<file path="config.mk">
export PLATFORM = sky130hd
export DESIGN_NAME = motor_feedback_angle_tracker
export DESIGN_NICKNAME = d
export VERILOG_FILES = /design/src/rtl/mfat_pkg.sv /design/src/rtl/mfat_ctrl.sv /design/src/rtl/mfat_dp.sv /design/src/rtl/motor_feedback_angle_tracker.sv
export VERILOG_INCLUDE_DIRS = /design/src /design/src/rtl
export SDC_FILE = /design/constraint.sdc
export NUM_CORES = 2
export LEC_CHECK = 0
export ABC_CLOCK_PERIOD_IN_PS = 13700
export BUFFER_PORTS_ARGS = -buffer_cell sky130_fd_sc_hd__buf_2
export CORE_MARGIN = 2
export CORE_UTILIZATION = 61
export DETAILED_ROUTE_END_ITERATION = 10
export PLACE_DENSITY_LB_ADDON = 0.12
export SLEW_MARGIN = 15
export SYNTH_ARGS = -nofsm -noshare
export SYNTH_HDL_FRONTEND = slang
export SYNTH_HIERARCHICAL = 1
export SYNTH_SLANG_ARGS = --single-unit
</file>
<file path="constraint.sdc">
create_clock -name clk -period 13.7 [get_ports clk]
set_input_delay 2.74 -clock clk [delete_from_list [all_inputs] [get_ports clk]]
set_output_delay 2.74 -clock clk [all_outputs]
set_load 0.05 [all_outputs]
</file>
<file path="src/rtl/motor_feedback_angle_tracker_assert.svh">
// ----------------------------------------------------------------------------
// Assertion macros for the motor feedback angle tracker
// Every macro expects clk and rst_n in scope and stays quiet during reset.
// ----------------------------------------------------------------------------
`ifndef MOTOR_FEEDBACK_ANGLE_TRACKER_ASSERT_SVH
`define MOTOR_FEEDBACK_ANGLE_TRACKER_ASSERT_SVH

// Consequent must hold in the same cycle as the antecedent.
`define MFAT_ASSERT_SAME(lbl, ante, cons, msg) \
  lbl: assert property (@(posedge clk) disable iff (!rst_n) (ante) |-> (cons)) \
    else $error(msg);

// Consequent must hold in the cycle after the antecedent.
`define MFAT_ASSERT_NEXT(lbl, ante, cons, msg) \
  lbl: assert property (@(posedge clk) disable iff (!rst_n) (ante) |=> (cons)) \
    else $error(msg);

`endif

</file>
<file path="src/rtl/mfat_pkg.sv">
// ----------------------------------------------------------------------------
// mfat_pkg
// Shared types and constants of the motor feedback angle tracker.
// ----------------------------------------------------------------------------
package mfat_pkg;

  // Result status codes.
  typedef enum logic [1:0] {
    ST_CALIB  = 2'd0,
    ST_MEAS   = 2'd1,
    ST_REJECT = 2'd2,
    ST_TICK   = 2'd3
  } status_t;

  // Register indexes on the configuration port.
  localparam logic [1:0] REG_MOTOR_BASE = 2'd0;
  localparam logic [1:0] REG_SERVO_BASE = 2'd1;
  localparam logic [1:0] REG_CALIB      = 2'd2;
  localparam logic [1:0] REG_TIMEOUT    = 2'd3;

  localparam logic [10:0] MOTOR_BASE_RST = 11'd513;
  localparam logic [10:0] SERVO_BASE_RST = 11'd517;
  localparam logic [5:0]  CALIB_RST      = 6'd50;
  localparam logic [15:0] TIMEOUT_RST    = 16'd5;

  localparam logic [10:0]        SERVO_SPLIT_ID   = 11'h209;
  localparam logic signed [12:0] SERVO_FIRST_SLOT = 13'sd4;
  localparam logic signed [16:0] JUMP_LIMIT       = 17'sd4096;
  // One turn is 8191 counts, that is 2^13 - 1.
  localparam int                 TURN_SHIFT       = 13;
  localparam int                 MAP_BITS         = 22;
  localparam int                 SLOT_W           = 5;
  localparam int                 SLOT_FULL_W      = 7;

  // One slot's tracking state, kept as a single memory word.
  typedef struct packed {
    logic [15:0] cur_angle;
    logic [15:0] offset;
    logic [31:0] turns;
    logic [5:0]  frames_seen;
    logic [31:0] last_seen_ms;
  } slot_ent_t;

  // Controller to datapath.
  typedef struct packed {
    logic load;
    logic decode;
    logic read;
    logic update;
    logic write;
    logic tick_rd;
    logic emit;
  } mfat_cmd_t;

  // Datapath to controller.
  typedef struct packed {
    logic is_tick;
    logic reject;
    logic tick_last;
  } mfat_sts_t;

endpackage

</file>
<file path="src/rtl/mfat_ctrl.sv">
// ----------------------------------------------------------------------------
// mfat_ctrl
// Sequencer that steps the datapath through a frame or a status tick.
// ----------------------------------------------------------------------------
`include "motor_feedback_angle_tracker_assert.svh"

module mfat_ctrl (
  input  logic              clk,
  input  logic              rst_n,
  input  logic              start,
  output logic              busy,
  input  mfat_pkg::mfat_sts_t sts,
  output mfat_pkg::mfat_cmd_t cmd
);
  import mfat_pkg::*;

  typedef enum logic [7:0] {
    S_IDLE   = 8'b0000_0001,
    S_DECODE = 8'b0000_0010,
    S_READ   = 8'b0000_0100,
    S_CALC   = 8'b0000_1000,
    S_WRITE  = 8'b0001_0000,
    S_TICK   = 8'b0010_0000,
    S_DRAIN  = 8'b0100_0000,
    S_EMIT   = 8'b1000_0000
  } state_t;

  state_t state_r, state_nxt;

  always_ff @(posedge clk) begin
    if (!rst_n) begin
      state_r <= S_IDLE;
    end else begin
      state_r <= state_nxt;
    end
  end

  always_comb begin
    state_nxt = state_r;
    cmd       = '0;
    case (state_r)
      S_IDLE: begin
        if (start) begin
          cmd.load  = 1'b1;
          state_nxt = S_DECODE;
        end
      end
      S_DECODE: begin
        cmd.decode = 1'b1;
        if (sts.is_tick) begin
          state_nxt = S_TICK;
        end else if (sts.reject) begin
          state_nxt = S_EMIT;
        end else begin
          state_nxt = S_READ;
        end
      end
      S_READ: begin
        cmd.read  = 1'b1;
        state_nxt = S_CALC;
      end
      S_CALC: begin
        cmd.update = 1'b1;
        state_nxt  = S_WRITE;
      end
      S_WRITE: begin
        cmd.write = 1'b1;
        state_nxt = S_EMIT;
      end
      S_TICK: begin
        cmd.tick_rd = 1'b1;
        if (sts.tick_last) begin
          state_nxt = S_DRAIN;
        end
      end
      S_DRAIN: begin
        // The last slot's age check lands at the end of this cycle.
        state_nxt = S_EMIT;
      end
      S_EMIT: begin
        cmd.emit  = 1'b1;
        state_nxt = S_IDLE;
      end
      default: begin
        state_nxt = S_IDLE;
      end
    endcase
  end

  assign busy = (state_r != S_IDLE);

  `MFAT_ASSERT_NEXT(a_accept_busy, start && !busy, busy, "accepted item did not raise busy")
  `MFAT_ASSERT_NEXT(a_emit_idle, cmd.emit, !busy, "controller not idle after a result")
  `MFAT_ASSERT_SAME(a_write_after_update, cmd.write, $past(cmd.update),
                    "slot written without a preceding update")

endmodule

</file>
<file path="src/rtl/mfat_dp.sv">
// ----------------------------------------------------------------------------
// mfat_dp
// Slot state memory, frame decode, turn tracking and online map datapath.
// ----------------------------------------------------------------------------
`include "motor_feedback_angle_tracker_assert.svh"

module mfat_dp #(
  parameter int SLOTS_PER_BUS = 11,
  parameter int BUSES         = 2
) (
  input  logic                clk,
  input  logic                rst_n,
  input  mfat_pkg::mfat_cmd_t cmd,
  output mfat_pkg::mfat_sts_t sts,
  input  logic [10:0]         motor_base_id,
  input  logic [10:0]         servo_base_id,
  input  logic [5:0]          calib_frames,
  input  logic [15:0]         timeout_ms,
  input  logic                in_kind,
  input  logic                in_bus,
  input  logic [10:0]         in_frame_id,
  input  logic [63:0]         in_payload,
  input  logic [31:0]         in_now_ms,
  output logic                out_valid,
  output logic [1:0]          out_status,
  output logic [4:0]          out_slot,
  output logic [15:0]         out_angle,
  output logic signed [15:0]  out_speed,
  output logic signed [15:0]  out_current,
  output logic [7:0]          out_temperature,
  output logic signed [31:0]  out_unwrapped_angle,
  output logic [21:0]         out_online_map
);
  import mfat_pkg::*;

  localparam int N  = SLOTS_PER_BUS * BUSES;
  localparam int SW = (N > 1) ? $clog2(N) : 1;

  // Captured item.
  logic        kind_r;
  logic        bus_r;
  logic [10:0] fid_r;
  logic [15:0] ang_r;
  logic [15:0] speed_r;
  logic [15:0] curr_r;
  logic [7:0]  temp_r;
  logic [31:0] now_r;

  // Decode results.
  logic [SLOT_FULL_W-1:0] slot_r;
  logic                   reject_r;
  logic signed [12:0]     idx;
  logic                   reject_nxt;
  logic [SLOT_FULL_W-1:0] slot_nxt;

  // Slot memory with per-entry valid bits; an unwritten slot reads as zero.
  slot_ent_t   mem [N];
  logic [N-1:0] valid_r;
  slot_ent_t   rd_data_r;
  logic        rd_vld_r;
  logic [SW-1:0] rd_addr;
  slot_ent_t   ent;

  // Update stage.
  slot_ent_t          new_ent_r, new_ent_nxt;
  logic               calib_r, calib_nxt;
  logic signed [16:0] diff;
  logic [31:0]        scaled_r;
  logic [31:0]        ao_r;

  // Tick walk.
  logic [SW-1:0]       tcnt_r;
  logic                chk_v_r;
  logic [SW-1:0]       chk_idx_r;
  logic [MAP_BITS-1:0] map_r;
  logic [MAP_BITS-1:0] map_hit;
  logic [31:0]         age;

  always_ff @(posedge clk) begin
    if (cmd.load) begin
      kind_r  <= in_kind;
      bus_r   <= in_bus;
      fid_r   <= in_frame_id;
      ang_r   <= in_payload[63:48];
      speed_r <= in_payload[47:32];
      curr_r  <= in_payload[31:16];
      temp_r  <= in_payload[15:8];
      now_r   <= in_now_ms;
    end
  end

  // Identifiers from the split point upward count from the servo base plus four.
  always_comb begin
    if (fid_r < SERVO_SPLIT_ID) begin
      idx = $signed({2'b00, fid_r}) - $signed({2'b00, motor_base_id});
    end else begin
      idx = $signed({2'b00, fid_r}) - $signed({2'b00, servo_base_id}) + SERVO_FIRST_SLOT;
    end
    reject_nxt = (32'(bus_r) >= BUSES) || idx[12] || (idx >= 13'(SLOTS_PER_BUS));
    slot_nxt   = SLOT_FULL_W'(idx[4:0]) +
                 (bus_r ? SLOT_FULL_W'(SLOTS_PER_BUS) : SLOT_FULL_W'(0));
  end

  always_ff @(posedge clk) begin
    if (cmd.decode) begin
      reject_r <= reject_nxt;
      slot_r   <= slot_nxt;
    end
  end

  assign sts.is_tick   = kind_r;
  assign sts.reject    = reject_nxt;
  assign sts.tick_last = (tcnt_r == SW'(N - 1));

  assign rd_addr = cmd.tick_rd ? tcnt_r : slot_r[SW-1:0];

  always_ff @(posedge clk) begin
    if (cmd.read || cmd.tick_rd) begin
      rd_data_r <= mem[rd_addr];
      rd_vld_r  <= valid_r[rd_addr];
    end
    if (cmd.write) begin
      mem[slot_r[SW-1:0]] <= new_ent_r;
    end
  end

  always_ff @(posedge clk) begin
    if (!rst_n) begin
      valid_r <= '0;
    end else if (cmd.write) begin
      valid_r[slot_r[SW-1:0]] <= 1'b1;
    end
  end

  assign ent = rd_vld_r ? rd_data_r : '0;

  always_comb begin
    calib_nxt   = (ent.frames_seen <= calib_frames);
    diff        = $signed({1'b0, ang_r}) - $signed({1'b0, ent.cur_angle});
    new_ent_nxt = ent;
    new_ent_nxt.cur_angle = ang_r;
    if (calib_nxt) begin
      new_ent_nxt.offset      = ang_r;
      new_ent_nxt.frames_seen = ent.frames_seen + 6'd1;
    end else begin
      new_ent_nxt.last_seen_ms = now_r;
      if (diff > JUMP_LIMIT) begin
        new_ent_nxt.turns = ent.turns - 32'd1;
      end else if (diff < -JUMP_LIMIT) begin
        new_ent_nxt.turns = ent.turns + 32'd1;
      end
    end
  end

  always_ff @(posedge clk) begin
    if (cmd.update) begin
      new_ent_r <= new_ent_nxt;
      calib_r   <= calib_nxt;
    end
    if (cmd.write) begin
      scaled_r <= (new_ent_r.turns << TURN_SHIFT) - new_ent_r.turns;
      ao_r     <= 32'($signed({1'b0, ang_r}) - $signed({1'b0, new_ent_r.offset}));
    end
  end

  // Tick walk: one slot read per cycle, its age checked in the cycle after its read.
  assign age = now_r - ent.last_seen_ms;

  always_comb begin
    map_hit = '0;
    for (int i = 0; i < MAP_BITS; i++) begin
      if ((i < N) && (chk_idx_r == SW'(i))) begin
        map_hit[i] = 1'b1;
      end
    end
  end

  always_ff @(posedge clk) begin
    if (!rst_n) begin
      tcnt_r  <= '0;
      chk_v_r <= 1'b0;
    end else begin
      chk_v_r <= cmd.tick_rd;
      if (cmd.load) begin
        tcnt_r <= '0;
      end else if (cmd.tick_rd) begin
        tcnt_r <= tcnt_r + SW'(1);
      end
    end
  end

  always_ff @(posedge clk) begin
    if (cmd.tick_rd) begin
      chk_idx_r <= tcnt_r;
    end
    if (cmd.load) begin
      map_r <= '0;
    end else if (chk_v_r && (age <= {16'd0, timeout_ms})) begin
      map_r <= map_r | map_hit;
    end
  end

  // Result register.
  always_ff @(posedge clk) begin
    if (!rst_n) begin
      out_valid <= 1'b0;
    end else begin
      out_valid <= cmd.emit;
    end
  end

  always_ff @(posedge clk) begin
    if (cmd.emit) begin
      out_slot            <= '0;
      out_angle           <= '0;
      out_speed           <= '0;
      out_current         <= '0;
      out_temperature     <= '0;
      out_unwrapped_angle <= '0;
      out_online_map      <= '0;
      if (kind_r) begin
        out_status     <= ST_TICK;
        out_online_map <= map_r;
      end else if (reject_r) begin
        out_status <= ST_REJECT;
      end else if (calib_r) begin
        out_status <= ST_CALIB;
        out_slot   <= slot_r[SLOT_W-1:0];
        out_angle  <= ang_r;
      end else begin
        out_status          <= ST_MEAS;
        out_slot            <= slot_r[SLOT_W-1:0];
        out_angle           <= ang_r;
        out_speed           <= speed_r;
        out_current         <= curr_r;
        out_temperature     <= temp_r;
        out_unwrapped_angle <= scaled_r + ao_r;
      end
    end
  end

  `MFAT_ASSERT_SAME(a_no_write_rejected, cmd.write, !reject_r && !kind_r,
                    "slot memory written for a rejected frame or a tick")
  `MFAT_ASSERT_NEXT(a_write_sets_valid, cmd.write, valid_r[slot_r[SW-1:0]],
                    "written slot not marked valid")
  `MFAT_ASSERT_SAME(a_tick_fields_zero, out_valid && (out_status == ST_TICK),
                    (out_slot == 5'd0) && (out_unwrapped_angle == 32'sd0),
                    "tick report carries frame fields")

endmodule

</file>
<file path="src/rtl/motor_feedback_angle_tracker.sv">
// ----------------------------------------------------------------------------
// motor_feedback_angle_tracker
// Multi-turn angle tracking for motor feedback frames on several buses.
// ----------------------------------------------------------------------------
// An item is taken when start is high and busy is low; busy stays high until
// its single result has been placed on the out_ ports, where it is shown for
// exactly one cycle with out_valid and must be taken then, as nothing can
// hold it. A feedback frame steps through the decode, read, update, write and
// emit states (a rejected identifier only through decode and emit), and the
// next item waits until it is done. A status tick walks the per-slot state
// memory one slot per cycle through its single read port. Slot state reads as
// zero after reset through per-slot valid bits, so no clearing pass is needed
// and the block accepts items right away.
// Registers: 0x0 motor_base_id, 0x4 servo_base_id, 0x8 calib_frames,
// 0xC timeout_ms; write them only while busy is low.
// ----------------------------------------------------------------------------
module motor_feedback_angle_tracker #(
  parameter int SLOTS_PER_BUS = 11,
  parameter int BUSES         = 2
) (
  input  logic               clk,
  input  logic               rst_n,
  input  logic               psel,
  input  logic               penable,
  input  logic               pwrite,
  input  logic [3:0]         paddr,
  input  logic [31:0]        pwdata,
  output logic [31:0]        prdata,
  output logic               pready,
  input  logic               start,
  output logic               busy,
  input  logic               in_kind,
  input  logic               in_bus,
  input  logic [10:0]        in_frame_id,
  input  logic [63:0]        in_payload,
  input  logic [31:0]        in_now_ms,
  output logic               out_valid,
  output logic [1:0]         out_status,
  output logic [4:0]         out_slot,
  output logic [15:0]        out_angle,
  output logic signed [15:0] out_speed,
  output logic signed [15:0] out_current,
  output logic [7:0]         out_temperature,
  output logic signed [31:0] out_unwrapped_angle,
  output logic [21:0]        out_online_map
);
  import mfat_pkg::*;

  logic [10:0] motor_base_r;
  logic [10:0] servo_base_r;
  logic [5:0]  calib_r;
  logic [15:0] timeout_r;
  logic        wr_en;
  mfat_cmd_t   cmd;
  mfat_sts_t   sts;

  assign pready = 1'b1;
  assign wr_en  = psel && penable && pwrite && pready;

  always_ff @(posedge clk) begin
    if (!rst_n) begin
      motor_base_r <= MOTOR_BASE_RST;
      servo_base_r <= SERVO_BASE_RST;
      calib_r      <= CALIB_RST;
      timeout_r    <= TIMEOUT_RST;
    end else if (wr_en) begin
      case (paddr[3:2])
        REG_MOTOR_BASE: motor_base_r <= pwdata[10:0];
        REG_SERVO_BASE: servo_base_r <= pwdata[10:0];
        REG_CALIB:      calib_r      <= pwdata[5:0];
        REG_TIMEOUT:    timeout_r    <= pwdata[15:0];
        default:        ;
      endcase
    end
  end

  always_comb begin
    case (paddr[3:2])
      REG_MOTOR_BASE: prdata = {21'd0, motor_base_r};
      REG_SERVO_BASE: prdata = {21'd0, servo_base_r};
      REG_CALIB:      prdata = {26'd0, calib_r};
      REG_TIMEOUT:    prdata = {16'd0, timeout_r};
      default:        prdata = '0;
    endcase
  end

  mfat_ctrl u_ctrl (
    .clk   (clk),
    .rst_n (rst_n),
    .start (start),
    .busy  (busy),
    .sts   (sts),
    .cmd   (cmd)
  );

  mfat_dp #(
    .SLOTS_PER_BUS (SLOTS_PER_BUS),
    .BUSES         (BUSES)
  ) u_dp (
    .clk                 (clk),
    .rst_n               (rst_n),
    .cmd                 (cmd),
    .sts                 (sts),
    .motor_base_id       (motor_base_r),
    .servo_base_id       (servo_base_r),
    .calib_frames        (calib_r),
    .timeout_ms          (timeout_r),
    .in_kind             (in_kind),
    .in_bus              (in_bus),
    .in_frame_id         (in_frame_id),
    .in_payload          (in_payload),
    .in_now_ms           (in_now_ms),
    .out_valid           (out_valid),
    .out_status          (out_status),
    .out_slot            (out_slot),
    .out_angle           (out_angle),
    .out_speed           (out_speed),
    .out_current         (out_current),
    .out_temperature     (out_temperature),
    .out_unwrapped_angle (out_unwrapped_angle),
    .out_online_map      (out_online_map)
  );

endmodule
</file>
==> impl_metrics.json <==
{
  "status": "finished clean",
  "cp.buffers_inverters": 2,
  "track_usage": 0.3026,
  "fp.dieW_um": 439.9,
  "p_switching_uw": 3650,
  "dp_hpwl_mm": 153.7,
  "die-area_sq_um": 193500,
  "rsz0062_at_grt": "no",
  "cts_tree": "yes",
  "post_drt_via_cell_ratio": 6.500,
  "pre_cts_ws_ns": 6.714,
  "slew_violations": 0,
  "post_cts_buffers": 0,
  "critical-path-top-delay-family": "compound AO/OA/AOI/OAI gates",
  "combPwrFrac": 0.038,
  "crit_fanout": 38,
  "crit_slowest_cell": "edfxtp_1",
  "nets": 7665,
  "finalSetupTns_ns": 0,
  "cts_resized": 0,
  "yosysSeqAreaShare": 0.7246,
  "die_h_um": 439.9,
  "power_density_nw_per_um2": 138.1,
  "drt_iter0_markers": 8828,
  "tightest_slew_ns": 1.235,
  "yosysUniqueCellTypes": 97,
  "async_reset_ff_frac": 0,
  "netlist_area_sq_um": 115900,
  "routed_wl_mm": 291.8,
  "synthesis.instances": 7005,
  "vias": 65356,
  "dp.cells": 9537,
  "first_pass_iters": 6,
  "syn_to_final_growth_pct": 11.83,
  "arrival_ns": 7.91,
  "drive_above_1_share": 0.1837,
  "insertion_delay_ns": 0.92,
  "pwr-share-clk": 0.435,
  "power_leakage_uw": 0.04306,
  "cts.sinks": 2831,
  "place_congestion": 0.9132,
  "clk_pin_slew_ns": 0.07,
  "grt_pass1_wl_mm": 426.0,
  "cts_hold_buf": 0,
  "start_kind": "flip-flop",
  "numCtsBuffers": 296,
  "max_stage_delay_ns": 0.69,
  "setup_viol": 0,
  "min_path_type": "flip-flop to flip-flop",
  "swShare": 0.2040,
  "path_cells": "buf_4 > buf_4 > and2_1 > ha_1 > nor2b_1 > o2111ai_1 > nand3_1 > a311oi_1 > o31a_1 > xnor2_1 > ha_1 > nand4_1 > nor4_1 > nand4_1 > a21oi_1 > nand3_1 > a2111oi_4 > o211ai_2 > or4b_4 > o32ai_2",
  "synth_ff_type": "edfxtp_1",
  "max_clock_freq_ghz": 0.1409,
  "skew_ns": 0.03745,
  "antenna_left": 0,
  "hold_viol_final": 0,
  "fin_crit_ns": 7.097,
  "grt_max_degree": 120,
  "antenna_found_initial": 11,
  "maxCapViolations": 0,
  "root_buffer": "clkbuf_16",
  "coreArea_sq_um": 188200,
  "final_cells": 10055,
  "clock_path_buffers": 4,
  "io_buffers": 259,
  "crit_type": "flip-flop to flip-flop",
  "power.internal_uw": 14240,
  "fin_crit_sh": 0.5181,
  "cp.required_ns": 14.52,
  "relSlewSlack": 0.1716,
  "ys_warn_count": 6,
  "end_kind": "flip-flop",
  "htreeDepth": 5,
  "p_seq_frac": 0.527,
  "overflow": 0,
  "drc": 0,
  "wire_per_inst_um": 29.02,
  "fp-row-count": 159,
  "syn_area_per_cell_sq_um": 16.54,
  "num_io_pins": 303,
  "synth_edf_count": 2728,
  "layout_setup_ws_ns": 6.603,
  "ys_seq_elements": 2831,
  "start_util": 0.6158,
  "grt_pass1_vias": 64373,
  "peakVddDrop_uv": 116.9
}
[tightest hold or removal path, stage by stage, from the launching register on]
cell and delay (ns):
dfxtp_1 0.31, inv_1 0.05, o32ai_1 0.05
[layer usage]
metal,routed length (um),global-route usage,vias up
li1,-,-,27896
met2,141800,0.4886,3383
met1,113700,0.4294,33521
met3,27150,0.04832,554
met4,9120,0.09760,2
met5,13,0,-
[metrics by stage]
step	power [uW]	hold slack, ns	area [sq um]	utilization
after floorplan	10060	0.4191	116000	-
after global placement	10270	0.4377	120300	0.6391
after global routing	18350	0.4817	129600	0.6886
final	17890	0.4526	129600	0.6887
after CTS	17980	0.4539	129600	0.6885
after detailed placement	10280	0.4449	120300	0.6391
[flip-flops by register name, summed over array words and instances (netlist names), 8 cells and up]
signal,cells
u_dp/mem,2244
u_dp/new_ent_r,102
u_dp/rd_data_r,102
u_dp/now_r,32
u_dp/out_unwrapped_angle,32
u_dp/scaled_r,32
u_dp/map_r,22
u_dp/out_online_map,22
u_dp/valid_r,22
u_dp/ao_r,17
timeout_r,16
u_dp/ang_r,16
u_dp/curr_r,16
u_dp/out_angle,16
u_dp/out_current,16
u_dp/out_speed,16
u_dp/speed_r,16
motor_base_r,11
servo_base_r,11
u_dp/fid_r,11
u_ctrl/state_r,8
u_dp/out_temperature,8
u_dp/temp_r,8
[path summary, 6_finish.rpt]
kind                              start                         end  slack, ns  cells after the start
max reg2reg     u_dp/rd_vld_r$_DFFE_PP_  u_dp/map_r[5]$_SDFFE_PP0P_       6.60                     20
min reg2reg  u_dp/map_r[1]$_SDFFE_PP0P_  u_dp/map_r[1]$_SDFFE_PP0P_       0.45                      2
max             u_dp/rd_vld_r$_DFFE_PP_  u_dp/map_r[5]$_SDFFE_PP0P_       6.60                     20
min          u_dp/map_r[1]$_SDFFE_PP0P_  u_dp/map_r[1]$_SDFFE_PP0P_       0.45                      2
[layout make-up]
cell class	instances	area (sq um)
Tap cell	2495	3122
Multi-Input combinational cell	3655	30160
Timing Repair Buffer	381	2387
Antenna cell	4	10.01
Inverter	176	660.6
Clock buffer	363	7839
Fill cell	12229	58590
Clock inverter	150	1448
Sequential cell	2831	83980
[cells in the mapped netlist, drive strengths merged (15+ instances only)]
library cell	count	share of area
nand2	926	0.030
nand2b	24	0.0013
o22ai	20	0.0011
nand4	31	0.0017
edfxtp	2728	0.71
o21a	52	0.0034
ha	166	0.018
mux2i	63	0.0054
xor2	42	0.0032
xnor2	88	0.0067
nor3	61	0.0026
nor2	176	0.0057
o211ai	19	0.0013
mux4	520	0.10
dfxtp	103	0.018
and3	26	0.0014
or2	17	0.00092
o21bai	15	0.00097
a21o	47	0.0030
clkbuf	225	0.0073
nor4	21	0.0011
inv	175	0.0057
nor2b	38	0.0021
nand3	361	0.016
a21oi	305	0.013
or3	23	0.0013
and2	109	0.0059
buf	133	0.0054
o21ai	239	0.010
[layout by cell type (no fill, tap or decap), types with 22 or more instances in the layout]
cell and n:
a21o_1 47, a21oi_1 305, and2_1 107, and3_1 23, buf_2 259, buf_4 108
bufinv_16 29, clkbuf_1 58, clkbuf_16 304, clkinv_1 65, clkinv_2 42, dfxtp_1 103
edfxtp_1 2728, ha_1 166, inv_1 175, mux2i_1 58, mux4_2 520, nand2_1 926
nand2b_1 24, nand3_1 360, nand4_1 31, nor2_1 151, nor2_4 22, nor2b_1 38
nor3_1 60, o21a_1 51, o21ai_0 235, or3_1 22, xnor2_1 88, xor2_1 42
[cells by family after synthesis]
kind of cell             count (synthesis)  synth area share
flip-flops                            2831            0.7246
adder cells (fa/ha/maj)                173           0.01913
AND/OR/NAND/NOR                       1869           0.07382
XOR/XNOR                               130          0.009824
buffers and inverters                  534           0.01842
multiplexers                           596            0.1078
AO/OA/AOI/OAI                          870           0.04638
other                                    2        0.00006480
[power groups by stage]
stage	registers, uW	clock network (uW)	logic (uW)
after global placement	9610	0	664
final	9420	7790	682
after floorplan	9600	0	464
after global routing	9420	8190	739
after detailed placement	9610	0	671
after CTS	9420	7880	677
Note: power is estimated with default switching activity, not from simulation.
